==> src/hdl/rfid_uid64_to_uid40_text_core_defines.svh <==
// assertion macros used by the back end of the rfid uid extraction core
`ifndef RFID_UID64_TO_UID40_TEXT_CORE_DEFINES_SVH
`define RFID_UID64_TO_UID40_TEXT_CORE_DEFINES_SVH

// property checked on every clock edge outside reset
`define RFIDUID_ASSERT(lbl, clk, rstn, prop, msg) \
  lbl: assert property (@(posedge clk) disable iff (!rstn) prop) else $error(msg);

// property checked on every clock edge, reset included
`define RFIDUID_ASSERT_ALWAYS(lbl, clk, prop, msg) \
  lbl: assert property (@(posedge clk) prop) else $error(msg);

`endif

==> src/hdl/rfiduid_pkg.sv <==
// types, constants and helper functions of the rfid uid extraction core
`default_nettype none

package rfiduid_pkg;

  localparam int unsigned FrameDigits = 16;
  localparam int unsigned FrameWidth  = 64;
  localparam int unsigned IdRows      = 10;
  localparam int unsigned IdFirstBit  = 9;
  localparam int unsigned RowBits     = 5;
  localparam int unsigned IdWidth     = 40;
  localparam int unsigned HexDigits   = 10;
  localparam int unsigned DecDigits   = 13;
  localparam int unsigned BcdWidth    = 4 * DecDigits;
  localparam int unsigned CountWidth  = 5;
  localparam int unsigned RemWidth    = 4;
  localparam int unsigned StepWidth   = 6;

  localparam logic [CountWidth-1:0] CountMax  = '1;
  localparam logic [CountWidth-1:0] CountGood = CountWidth'(FrameDigits);

  // index 0 is the rightmost character
  localparam logic [15:0][7:0] HexTable = "FEDCBA9876543210";

  typedef struct packed {
    logic [7:0] in_char;
    logic       in_last;
  } in_req_t;

  typedef struct packed {
    logic [7:0] out_char;
    logic       out_last;
    logic       out_error;
  } out_res_t;

  typedef struct packed {
    logic               error;
    logic               dec_fmt;
    logic [IdWidth-1:0] id;
  } job_t;

  typedef enum logic [1:0] {
    BackIdle,
    BackConv,
    BackEmit
  } back_state_e;

  // bit 4 set flags a character that is not a hex digit
  function automatic logic [4:0] digit_decode(input logic [7:0] c);
    logic [4:0] d;
    if (c >= 8'h30 && c <= 8'h39) begin
      d = {1'b0, 4'(c - 8'h30)};
    end else if (c >= 8'h41 && c <= 8'h46) begin
      d = {1'b0, 4'(c - 8'h37)};
    end else if (c >= 8'h61 && c <= 8'h66) begin
      d = {1'b0, 4'(c - 8'h57)};
    end else begin
      d = 5'h10;
    end
    return d;
  endfunction

  // four data bits of each row, row 0 lands in the top nibble
  function automatic logic [IdWidth-1:0] extract_id(input logic [FrameWidth-1:0] f);
    logic [IdWidth-1:0] id;
    for (int r = 0; r < IdRows; r++) begin
      id[4*(IdRows-1-r) +: 4] = f[(FrameWidth - 4 - IdFirstBit - RowBits*r) +: 4];
    end
    return id;
  endfunction

  // add three to every bcd digit of five or more
  function automatic logic [BcdWidth-1:0] bcd_adjust(input logic [BcdWidth-1:0] b);
    logic [BcdWidth-1:0] o;
    for (int i = 0; i < DecDigits; i++) begin
      o[4*i +: 4] = (b[4*i +: 4] >= 4'd5) ? b[4*i +: 4] + 4'd3 : b[4*i +: 4];
    end
    return o;
  endfunction

endpackage

`default_nettype wire

==> src/hdl/rfiduid_front.sv <==
// front end: config register, character decode, frame accumulation and job build
`default_nettype none

module rfiduid_front (
  input  wire logic                 clk_i,
  input  wire logic                 rst_ni,
  input  wire logic                 cfg_we_i,
  input  wire logic                 cfg_wdata_i,
  input  wire logic                 in_valid_i,
  output logic                      in_ready_o,
  input  wire rfiduid_pkg::in_req_t in_data_i,
  output logic                      job_valid_o,
  input  wire logic                 job_ready_i,
  output rfiduid_pkg::job_t         job_o
);
  import rfiduid_pkg::*;

  logic                  fmt_q;
  logic [FrameWidth-1:0] acc_q, acc_d;
  logic [CountWidth-1:0] cnt_q, cnt_d;
  logic                  bad_q, bad_d;
  logic [4:0]            digit;
  logic                  accept;

  // only the last character needs room in the queue
  assign in_ready_o  = !in_data_i.in_last || job_ready_i;
  assign accept      = in_valid_i && in_ready_o;
  assign job_valid_o = in_valid_i && in_data_i.in_last;

  always_comb begin
    digit = digit_decode(in_data_i.in_char);
    acc_d = {acc_q[FrameWidth-5:0], (digit[4] ? 4'h0 : digit[3:0])};
    cnt_d = (cnt_q == CountMax) ? cnt_q : cnt_q + 1'b1;
    bad_d = bad_q || digit[4];
  end

  assign job_o.error   = bad_d || (cnt_d != CountGood);
  assign job_o.dec_fmt = fmt_q;
  assign job_o.id      = extract_id(acc_d);

  always_ff @(posedge clk_i or negedge rst_ni) begin
    if (!rst_ni) begin
      fmt_q <= 1'b0;
    end else if (cfg_we_i) begin
      fmt_q <= cfg_wdata_i;
    end
  end

  always_ff @(posedge clk_i or negedge rst_ni) begin
    if (!rst_ni) begin
      acc_q <= '0;
      cnt_q <= '0;
      bad_q <= 1'b0;
    end else if (accept) begin
      if (in_data_i.in_last) begin
        acc_q <= '0;
        cnt_q <= '0;
        bad_q <= 1'b0;
      end else begin
        acc_q <= acc_d;
        cnt_q <= cnt_d;
        bad_q <= bad_d;
      end
    end
  end

endmodule

`default_nettype wire

==> src/hdl/rfiduid_fifo.sv <==
// small job queue between front end and back end
`default_nettype none

module rfiduid_fifo #(
  parameter int unsigned Depth = 2
) (
  input  wire logic              clk_i,
  input  wire logic              rst_ni,
  input  wire logic              push_valid_i,
  output logic                   push_ready_o,
  input  wire rfiduid_pkg::job_t push_data_i,
  output logic                   pop_valid_o,
  input  wire logic              pop_ready_i,
  output rfiduid_pkg::job_t      pop_data_o
);
  import rfiduid_pkg::*;

  localparam int unsigned PtrW = (Depth > 1) ? $clog2(Depth) : 1;
  localparam int unsigned CntW = $clog2(Depth + 1);

  job_t            mem_q [Depth];
  logic [PtrW-1:0] wr_ptr_q, rd_ptr_q;
  logic [CntW-1:0] cnt_q;
  logic            push, pop;

  assign push_ready_o = (cnt_q != CntW'(Depth));
  assign pop_valid_o  = (cnt_q != '0);
  assign push         = push_valid_i && push_ready_o;
  assign pop          = pop_valid_o && pop_ready_i;
  assign pop_data_o   = mem_q[rd_ptr_q];

  always_ff @(posedge clk_i) begin
    if (push) begin
      mem_q[wr_ptr_q] <= push_data_i;
    end
  end

  always_ff @(posedge clk_i or negedge rst_ni) begin
    if (!rst_ni) begin
      wr_ptr_q <= '0;
      rd_ptr_q <= '0;
      cnt_q    <= '0;
    end else begin
      if (push) begin
        wr_ptr_q <= (wr_ptr_q == PtrW'(Depth - 1)) ? '0 : wr_ptr_q + 1'b1;
      end
      if (pop) begin
        rd_ptr_q <= (rd_ptr_q == PtrW'(Depth - 1)) ? '0 : rd_ptr_q + 1'b1;
      end
      if (push && !pop) begin
        cnt_q <= cnt_q + 1'b1;
      end else if (pop && !push) begin
        cnt_q <= cnt_q - 1'b1;
      end
    end
  end

endmodule

`default_nettype wire

==> src/hdl/rfiduid_back.sv <==
// back end: binary to bcd conversion and digit emission into the output register
`default_nettype none

`include "rfid_uid64_to_uid40_text_core_defines.svh"

module rfiduid_back (
  input  wire logic              clk_i,
  input  wire logic              rst_ni,
  input  wire logic              job_valid_i,
  output logic                   job_ready_o,
  input  wire rfiduid_pkg::job_t job_i,
  output logic                   out_valid_o,
  input  wire logic              out_ready_i,
  output rfiduid_pkg::out_res_t  out_data_o
);
  import rfiduid_pkg::*;

  back_state_e          state_q, state_d;
  logic [RemWidth-1:0]  rem_q, rem_d;
  logic [StepWidth-1:0] step_q, step_d;
  logic [BcdWidth-1:0]  digs_q, digs_d;
  logic [IdWidth-1:0]   bin_q, bin_d;
  logic                 err_q, err_d;
  logic                 out_valid_q, out_valid_d;
  out_res_t             out_q, out_d;
  logic [BcdWidth-1:0]  adj;
  logic                 slot_free;
  logic                 load_out;

  assign slot_free   = !out_valid_q || out_ready_i;
  assign out_valid_o = out_valid_q;
  assign out_data_o  = out_q;

  always_comb begin
    state_d     = state_q;
    rem_d       = rem_q;
    step_d      = step_q;
    digs_d      = digs_q;
    bin_d       = bin_q;
    err_d       = err_q;
    job_ready_o = 1'b0;
    load_out    = 1'b0;
    adj         = bcd_adjust(digs_q);

    unique case (state_q)
      BackIdle: begin
        job_ready_o = 1'b1;
        if (job_valid_i) begin
          err_d = job_i.error;
          if (job_i.error) begin
            rem_d   = RemWidth'(1);
            state_d = BackEmit;
          end else if (job_i.dec_fmt) begin
            bin_d   = job_i.id;
            digs_d  = '0;
            step_d  = StepWidth'(IdWidth);
            state_d = BackConv;
          end else begin
            digs_d  = {job_i.id, {(BcdWidth - IdWidth){1'b0}}};
            rem_d   = RemWidth'(HexDigits);
            state_d = BackEmit;
          end
        end
      end
      // double dabble, one binary bit per cycle
      BackConv: begin
        digs_d = {adj[BcdWidth-2:0], bin_q[IdWidth-1]};
        bin_d  = {bin_q[IdWidth-2:0], 1'b0};
        step_d = step_q - 1'b1;
        if (step_q == StepWidth'(1)) begin
          rem_d   = RemWidth'(DecDigits);
          state_d = BackEmit;
        end
      end
      BackEmit: begin
        if (slot_free) begin
          load_out = 1'b1;
          digs_d   = {digs_q[BcdWidth-5:0], 4'h0};
          rem_d    = rem_q - 1'b1;
          if (rem_q == RemWidth'(1)) begin
            state_d = BackIdle;
          end
        end
      end
      default: begin
        state_d = BackIdle;
      end
    endcase

    out_d.out_char  = err_q ? 8'h00 : HexTable[digs_q[BcdWidth-1 -: 4]];
    out_d.out_last  = (rem_q == RemWidth'(1));
    out_d.out_error = err_q;

    if (load_out) begin
      out_valid_d = 1'b1;
    end else if (out_ready_i) begin
      out_valid_d = 1'b0;
    end else begin
      out_valid_d = out_valid_q;
    end
  end

  always_ff @(posedge clk_i or negedge rst_ni) begin
    if (!rst_ni) begin
      state_q     <= BackIdle;
      rem_q       <= '0;
      step_q      <= '0;
      out_valid_q <= 1'b0;
    end else begin
      state_q     <= state_d;
      rem_q       <= rem_d;
      step_q      <= step_d;
      out_valid_q <= out_valid_d;
    end
  end

  always_ff @(posedge clk_i) begin
    digs_q <= digs_d;
    bin_q  <= bin_d;
    err_q  <= err_d;
    if (load_out) begin
      out_q <= out_d;
    end
  end

  `RFIDUID_ASSERT(a_err_is_last, clk_i, rst_ni,
                  out_valid_q && out_q.out_error |-> out_q.out_last,
                  "error result not marked last")
  `RFIDUID_ASSERT(a_emit_rem, clk_i, rst_ni,
                  state_q == BackEmit |-> rem_q != '0,
                  "emit state with no digits left")
  `RFIDUID_ASSERT(a_conv_done, clk_i, rst_ni,
                  state_q == BackConv && step_q == StepWidth'(1) |=>
                  state_q == BackEmit && rem_q == RemWidth'(DecDigits),
                  "conversion did not hand over to emission")
  // once reset has been seen low, the back end must be idle with no valid output
  `RFIDUID_ASSERT_ALWAYS(a_reset_quiet, clk_i,
                         !rst_ni |=> !out_valid_q && state_q == BackIdle,
                         "back end active during reset")

endmodule

`default_nettype wire

==> src/hdl/rfid_uid64_to_uid40_text_core.sv <==
// one character request per cycle; the front end never stalls unless the job queue is full
// hex frame or error: job goes through queue and back end state into the output register
// decimal frame: double dabble over 40 id bits, then 13 results; results one per cycle if taken
// back end holds one frame at a time, from idle to emission; the queue absorbs the rest
// reset clears accumulator, count, flags, queue and output valid; format resets to hex
`default_nettype none

module rfid_uid64_to_uid40_text_core #(
  parameter int unsigned QueueDepth = 2
) (
  input  wire logic                  clk_i,
  input  wire logic                  rst_ni,
  input  wire logic                  cfg_we_i,
  input  wire logic                  cfg_wdata_i,
  input  wire logic                  in_valid_i,
  output logic                       in_ready_o,
  input  wire rfiduid_pkg::in_req_t  in_data_i,
  output logic                       out_valid_o,
  input  wire logic                  out_ready_i,
  output rfiduid_pkg::out_res_t      out_data_o
);
  import rfiduid_pkg::*;

  logic push_valid, push_ready;
  logic pop_valid, pop_ready;
  job_t push_job, pop_job;

  rfiduid_front u_front (
    .clk_i       (clk_i),
    .rst_ni      (rst_ni),
    .cfg_we_i    (cfg_we_i),
    .cfg_wdata_i (cfg_wdata_i),
    .in_valid_i  (in_valid_i),
    .in_ready_o  (in_ready_o),
    .in_data_i   (in_data_i),
    .job_valid_o (push_valid),
    .job_ready_i (push_ready),
    .job_o       (push_job)
  );

  rfiduid_fifo #(
    .Depth (QueueDepth)
  ) u_fifo (
    .clk_i        (clk_i),
    .rst_ni       (rst_ni),
    .push_valid_i (push_valid),
    .push_ready_o (push_ready),
    .push_data_i  (push_job),
    .pop_valid_o  (pop_valid),
    .pop_ready_i  (pop_ready),
    .pop_data_o   (pop_job)
  );

  rfiduid_back u_back (
    .clk_i       (clk_i),
    .rst_ni      (rst_ni),
    .job_valid_i (pop_valid),
    .job_ready_o (pop_ready),
    .job_i       (pop_job),
    .out_valid_o (out_valid_o),
    .out_ready_i (out_ready_i),
    .out_data_o  (out_data_o)
  );

endmodule

`default_nettype wire
==> config.mk <==
export PLATFORM = sky130hd
export DESIGN_NAME = rfid_uid64_to_uid40_text_core
export DESIGN_NICKNAME = d
export VERILOG_FILES = /design/src/hdl/rfiduid_pkg.sv /design/src/hdl/rfiduid_front.sv /design/src/hdl/rfiduid_fifo.sv /design/src/hdl/rfiduid_back.sv /design/src/hdl/rfid_uid64_to_uid40_text_core.sv
export VERILOG_INCLUDE_DIRS = /design/src /design/src/hdl
export SDC_FILE = /design/constraint.sdc
export NUM_CORES = 1
export LEC_CHECK = 0
export ABC_CLOCK_PERIOD_IN_PS = 7000
export BUFFER_PORTS_ARGS = -buffer_cell sky130_fd_sc_hd__buf_2
export CAP_MARGIN = 40
export CORE_MARGIN = 5
export CORE_UTILIZATION = 68
export CTS_CLUSTER_SIZE = 24
export DETAILED_ROUTE_END_ITERATION = 10
export MAX_ROUTING_LAYER = met4
export PLACE_DENSITY = 0.89
export SLEW_MARGIN = 20
export SYNTH_ARGS = -nofsm -noshare
export SYNTH_HDL_FRONTEND = slang
export SYNTH_SLANG_ARGS = --single-unit
==> constraint.sdc <==
create_clock -name clk_i -period 7 [get_ports clk_i]
set_input_delay 0.7 -clock clk_i [delete_from_list [all_inputs] [get_ports clk_i]]
set_output_delay 0.7 -clock clk_i [all_outputs]
set_load 0.02 [all_outputs]
==> impl_metrics.toml <==
[sta]
slew_headroom_pct = 55.5
fin_ws_ps = 4460
post-route-min-period_ps = 2540
slew_violations = 0
hold_viol_final = 0
rsz0062_at_grt = "false"
final.setup.tns_ps = 0
worst_pin_slew_ps = 667
report.final.setup_viol = 0
fin_worst_skew_ps = 13.1
fmax_mhz = 393
period_share_pct = 36.4

[synth]
postSynthCellCount = 997
synthTopCellsByArea = "edfxtp_1, dfrtp_1, mux2_2"
async_flop_share_pct = 28.8
yosys_warnings = 0
yosys-mux-area-fraction_pct = 8.37
synth_xor_area_share_pct = 1.91
syn_nets = 1053
synth.avg_cell_area_sq_um = 12.4
synth_fa_ha_area_share_pct = 4.15
synthSimpleGateAreaFrac_pct = 12.5
synth_compound_area_share_pct = 9.79
yosysTopAreaCellShare_pct = 44.9
synth_edf_count = 185
yosysSeqAreaShare_pct = 60.1
synth-main-ff-cell = "edfxtp_1"
ys_ff_latch = 260
synth_cell_types = 64
synth_top_family_by_area = "simple AND/OR/NAND/NOR gates"
synth_top_area_cell = "edfxtp_1"
syn-cell-area_sq_um = 12400

[drt]
post_drt_wl_per_cell_um = 20.7
ant_nets = 0
drtIter0Drc = 963
firstDrtPassIters = 6
drc_errors = 0
drt_wl_total_um = 26200
vias_per_cell = 6.39
vias = 8080

[critical_path]
cpPeakStageDelay_ps = 530
path_cells = "inv_1 > ha_1 > nor3_1 > a31oi_1 > and2_2 > buf_4"
startpoint = "u_back.state_q[0]"
regToRegSetupSlack_ps = 4460
critPathRequiredTime_ps = 7170
cp_slowest_cell = "buf_4"
worst-setup-path-type = "register to register"
critPathLaunchType = "register"
regToRegStartpoint = "u_back.state_q[0]"
worstSetupEndpointType = "register"
r2r_cells = 6
arrival_ps = 2710
cp_max_fo = 52
r2r-end = "u_back.digs_q[28]"

[clock_tree]
cts_tree = "done"
clkTransAtPathRegs_ps = 60
numCtsBuffers = 27
clk_path_buf_depth = 3
numClockSinks = 260
postCtsResizedCells = 0
post_cts_buffers = 0
insertion_delay_ps = 540
cts_root_buf = "clkbuf_16"
cts_max_level = 1
postCtsHoldBufs = 0

[cells_and_area]
fillers = 1010
drive_above_1_share_pct = 17.0
nets = 1071
diodes = 0
layout_common_cells = "edfxtp_1, nand2_1, dfrtp_1, mux2_2, nor2_1"
final_common_cell = "edfxtp_1"
area_delta_synth_final_pct = 11.1

[die]
fp.dieH_um = 145
core_area_sq_um = 18000
die_w_um = 145
initial_core_util_pct = 68.9
rows = 49
die_area_sq_um = 21000
ios = 27

[power_and_ir_drop]
power.density_nw_per_um2 = 457
max-vdd-ir-drop_uv = 370
power.leakage_nw = 5.52

[grt]
grt_max_degree = 55
grt_util_all_layers_pct = 25.2
grt_pass1_vias = 7979
grt_pass1_wl_um = 42600
antenna_found_initial = 0
grt-ovfl-total = 0

[place]
place.gp.congestion = 0.836
dp_slack_ps = 4080
dp_hpwl_um = 16200
numPortBuffers = 25

[worst_hold_path]
hold_class = "input pin to async pin"

[outcome]
outcome = "finished, final reports clean"

[run]
max_cap_viol_count = 0
==> flip-flops by register name (all words and copies together), names as in the netlist <==
register,count
u_back.step_q,6
u_back.state_q,2
u_front.acc_q,51
u_back.out_data_o,8
u_back.out_valid_o,1
u_fifo.wr_ptr_q,1
u_back.digs_q,52
u_fifo.rd_ptr_q,1
u_front.cnt_q,5
u_back.err_q,1
u_fifo.mem_q,84
u_fifo.cnt_q,2
u_front.bad_q,1
u_back.bin_q,40
u_front.fmt_q,1
u_back.rem_q,4
==> metrics by stage <==
stage / area [sq um] / hold WS, ps / cells / power [mW] / util, %
finish: 13800 / 107 / 1265 / 6.28 / 76.5
global route: 13800 / 117 / 1265 / 6.62 / 76.5
CTS: 13800 / 104 / 1265 / 6.26 / 76.5
detailed placement: 12800 / 458 / 1215 / 4.72 / 71.3
global placement: 12600 / 450 / 1208 / 4.55 / 70.4
floorplan: 12400 / 404 / 997 / 4.14 / -
==> power by group <==
group	internal, mW	switching, mW
registers	2.23	0.333
logic	0.914	1.30
clock network	0.886	0.617
total	4.03	2.25
==> per-layer routing <==
| metal | track usage [%] | vias up | share of wire [%] |
|---|---|---|---|
| li1 | - | 3668 | - |
| met1 | 34.9 | 3973 | 41 |
| met2 | 40.2 | 394 | 50 |
| met3 | 4.12 | 45 | 7.7 |
| met4 | 5.23 | 0 | 1.6 |
| met5 | - | - | 0 |
==> synthesized netlist by cell type, drive strengths merged (8+ instances only) <==
library cell / count
edfxtp: 185
nand2: 142
dfrtp: 75
mux2: 73
nor2: 49
nand3b: 48
inv: 46
a21oi: 41
ha: 41
o21ai: 39
a221o: 25
clkbuf: 25
buf: 24
nand2b: 23
mux2i: 21
xnor2: 15
nor3: 14
xor2: 12
a22oi: 11
o221ai: 8
==> cell families (layout without fill, tap and decap cells) <==
kind of cell             after synthesis  after routing
adder cells (fa/ha/maj)               41             41
flip-flops                           260            260
AND/OR/NAND/NOR                      311            311
buffers and inverters                 95            134
AO/OA/AOI/OAI                        168            168
XOR/XNOR                              27             27
other                                  1              1
multiplexers                          94             94
==> layout make-up <==
cell class                 instances  area, sq um  share of cell area [%]
sequential                       260         7430                    54.1
multi-input combinational        642         4580                    33.3
clock buffer                      31          711                    5.17
timing repair buffer              38          335                    2.44
tap                              229          287                    2.08
clock inverter                    19          231                    1.68
inverter                          46          173                    1.26
==> worst max-delay path by stage <==
stage	to	slack, ps	cells after the start
after global placement	u_fifo.mem_q[0][18]	3900	5
after global routing	u_back.digs_q[31]	4330	6
after floorplan	u_fifo.mem_q[0][0]	3310	4
after detailed placement	u_fifo.mem_q[0][18]	4080	6
final	u_back.digs_q[28]	4460	6
after CTS	u_back.digs_q[38]	4500	6
==> worst max-delay path: cells and delay by family, from the launching register on <==
kind,cells,cell delay (ps)
buffers and inverters,2,660
AO/OA/AOI/OAI,1,340
AND/OR/NAND/NOR,2,300
adder cells (fa/ha/maj),1,460
flip-flops,1,380
Power figures use the tool's default switching activity.
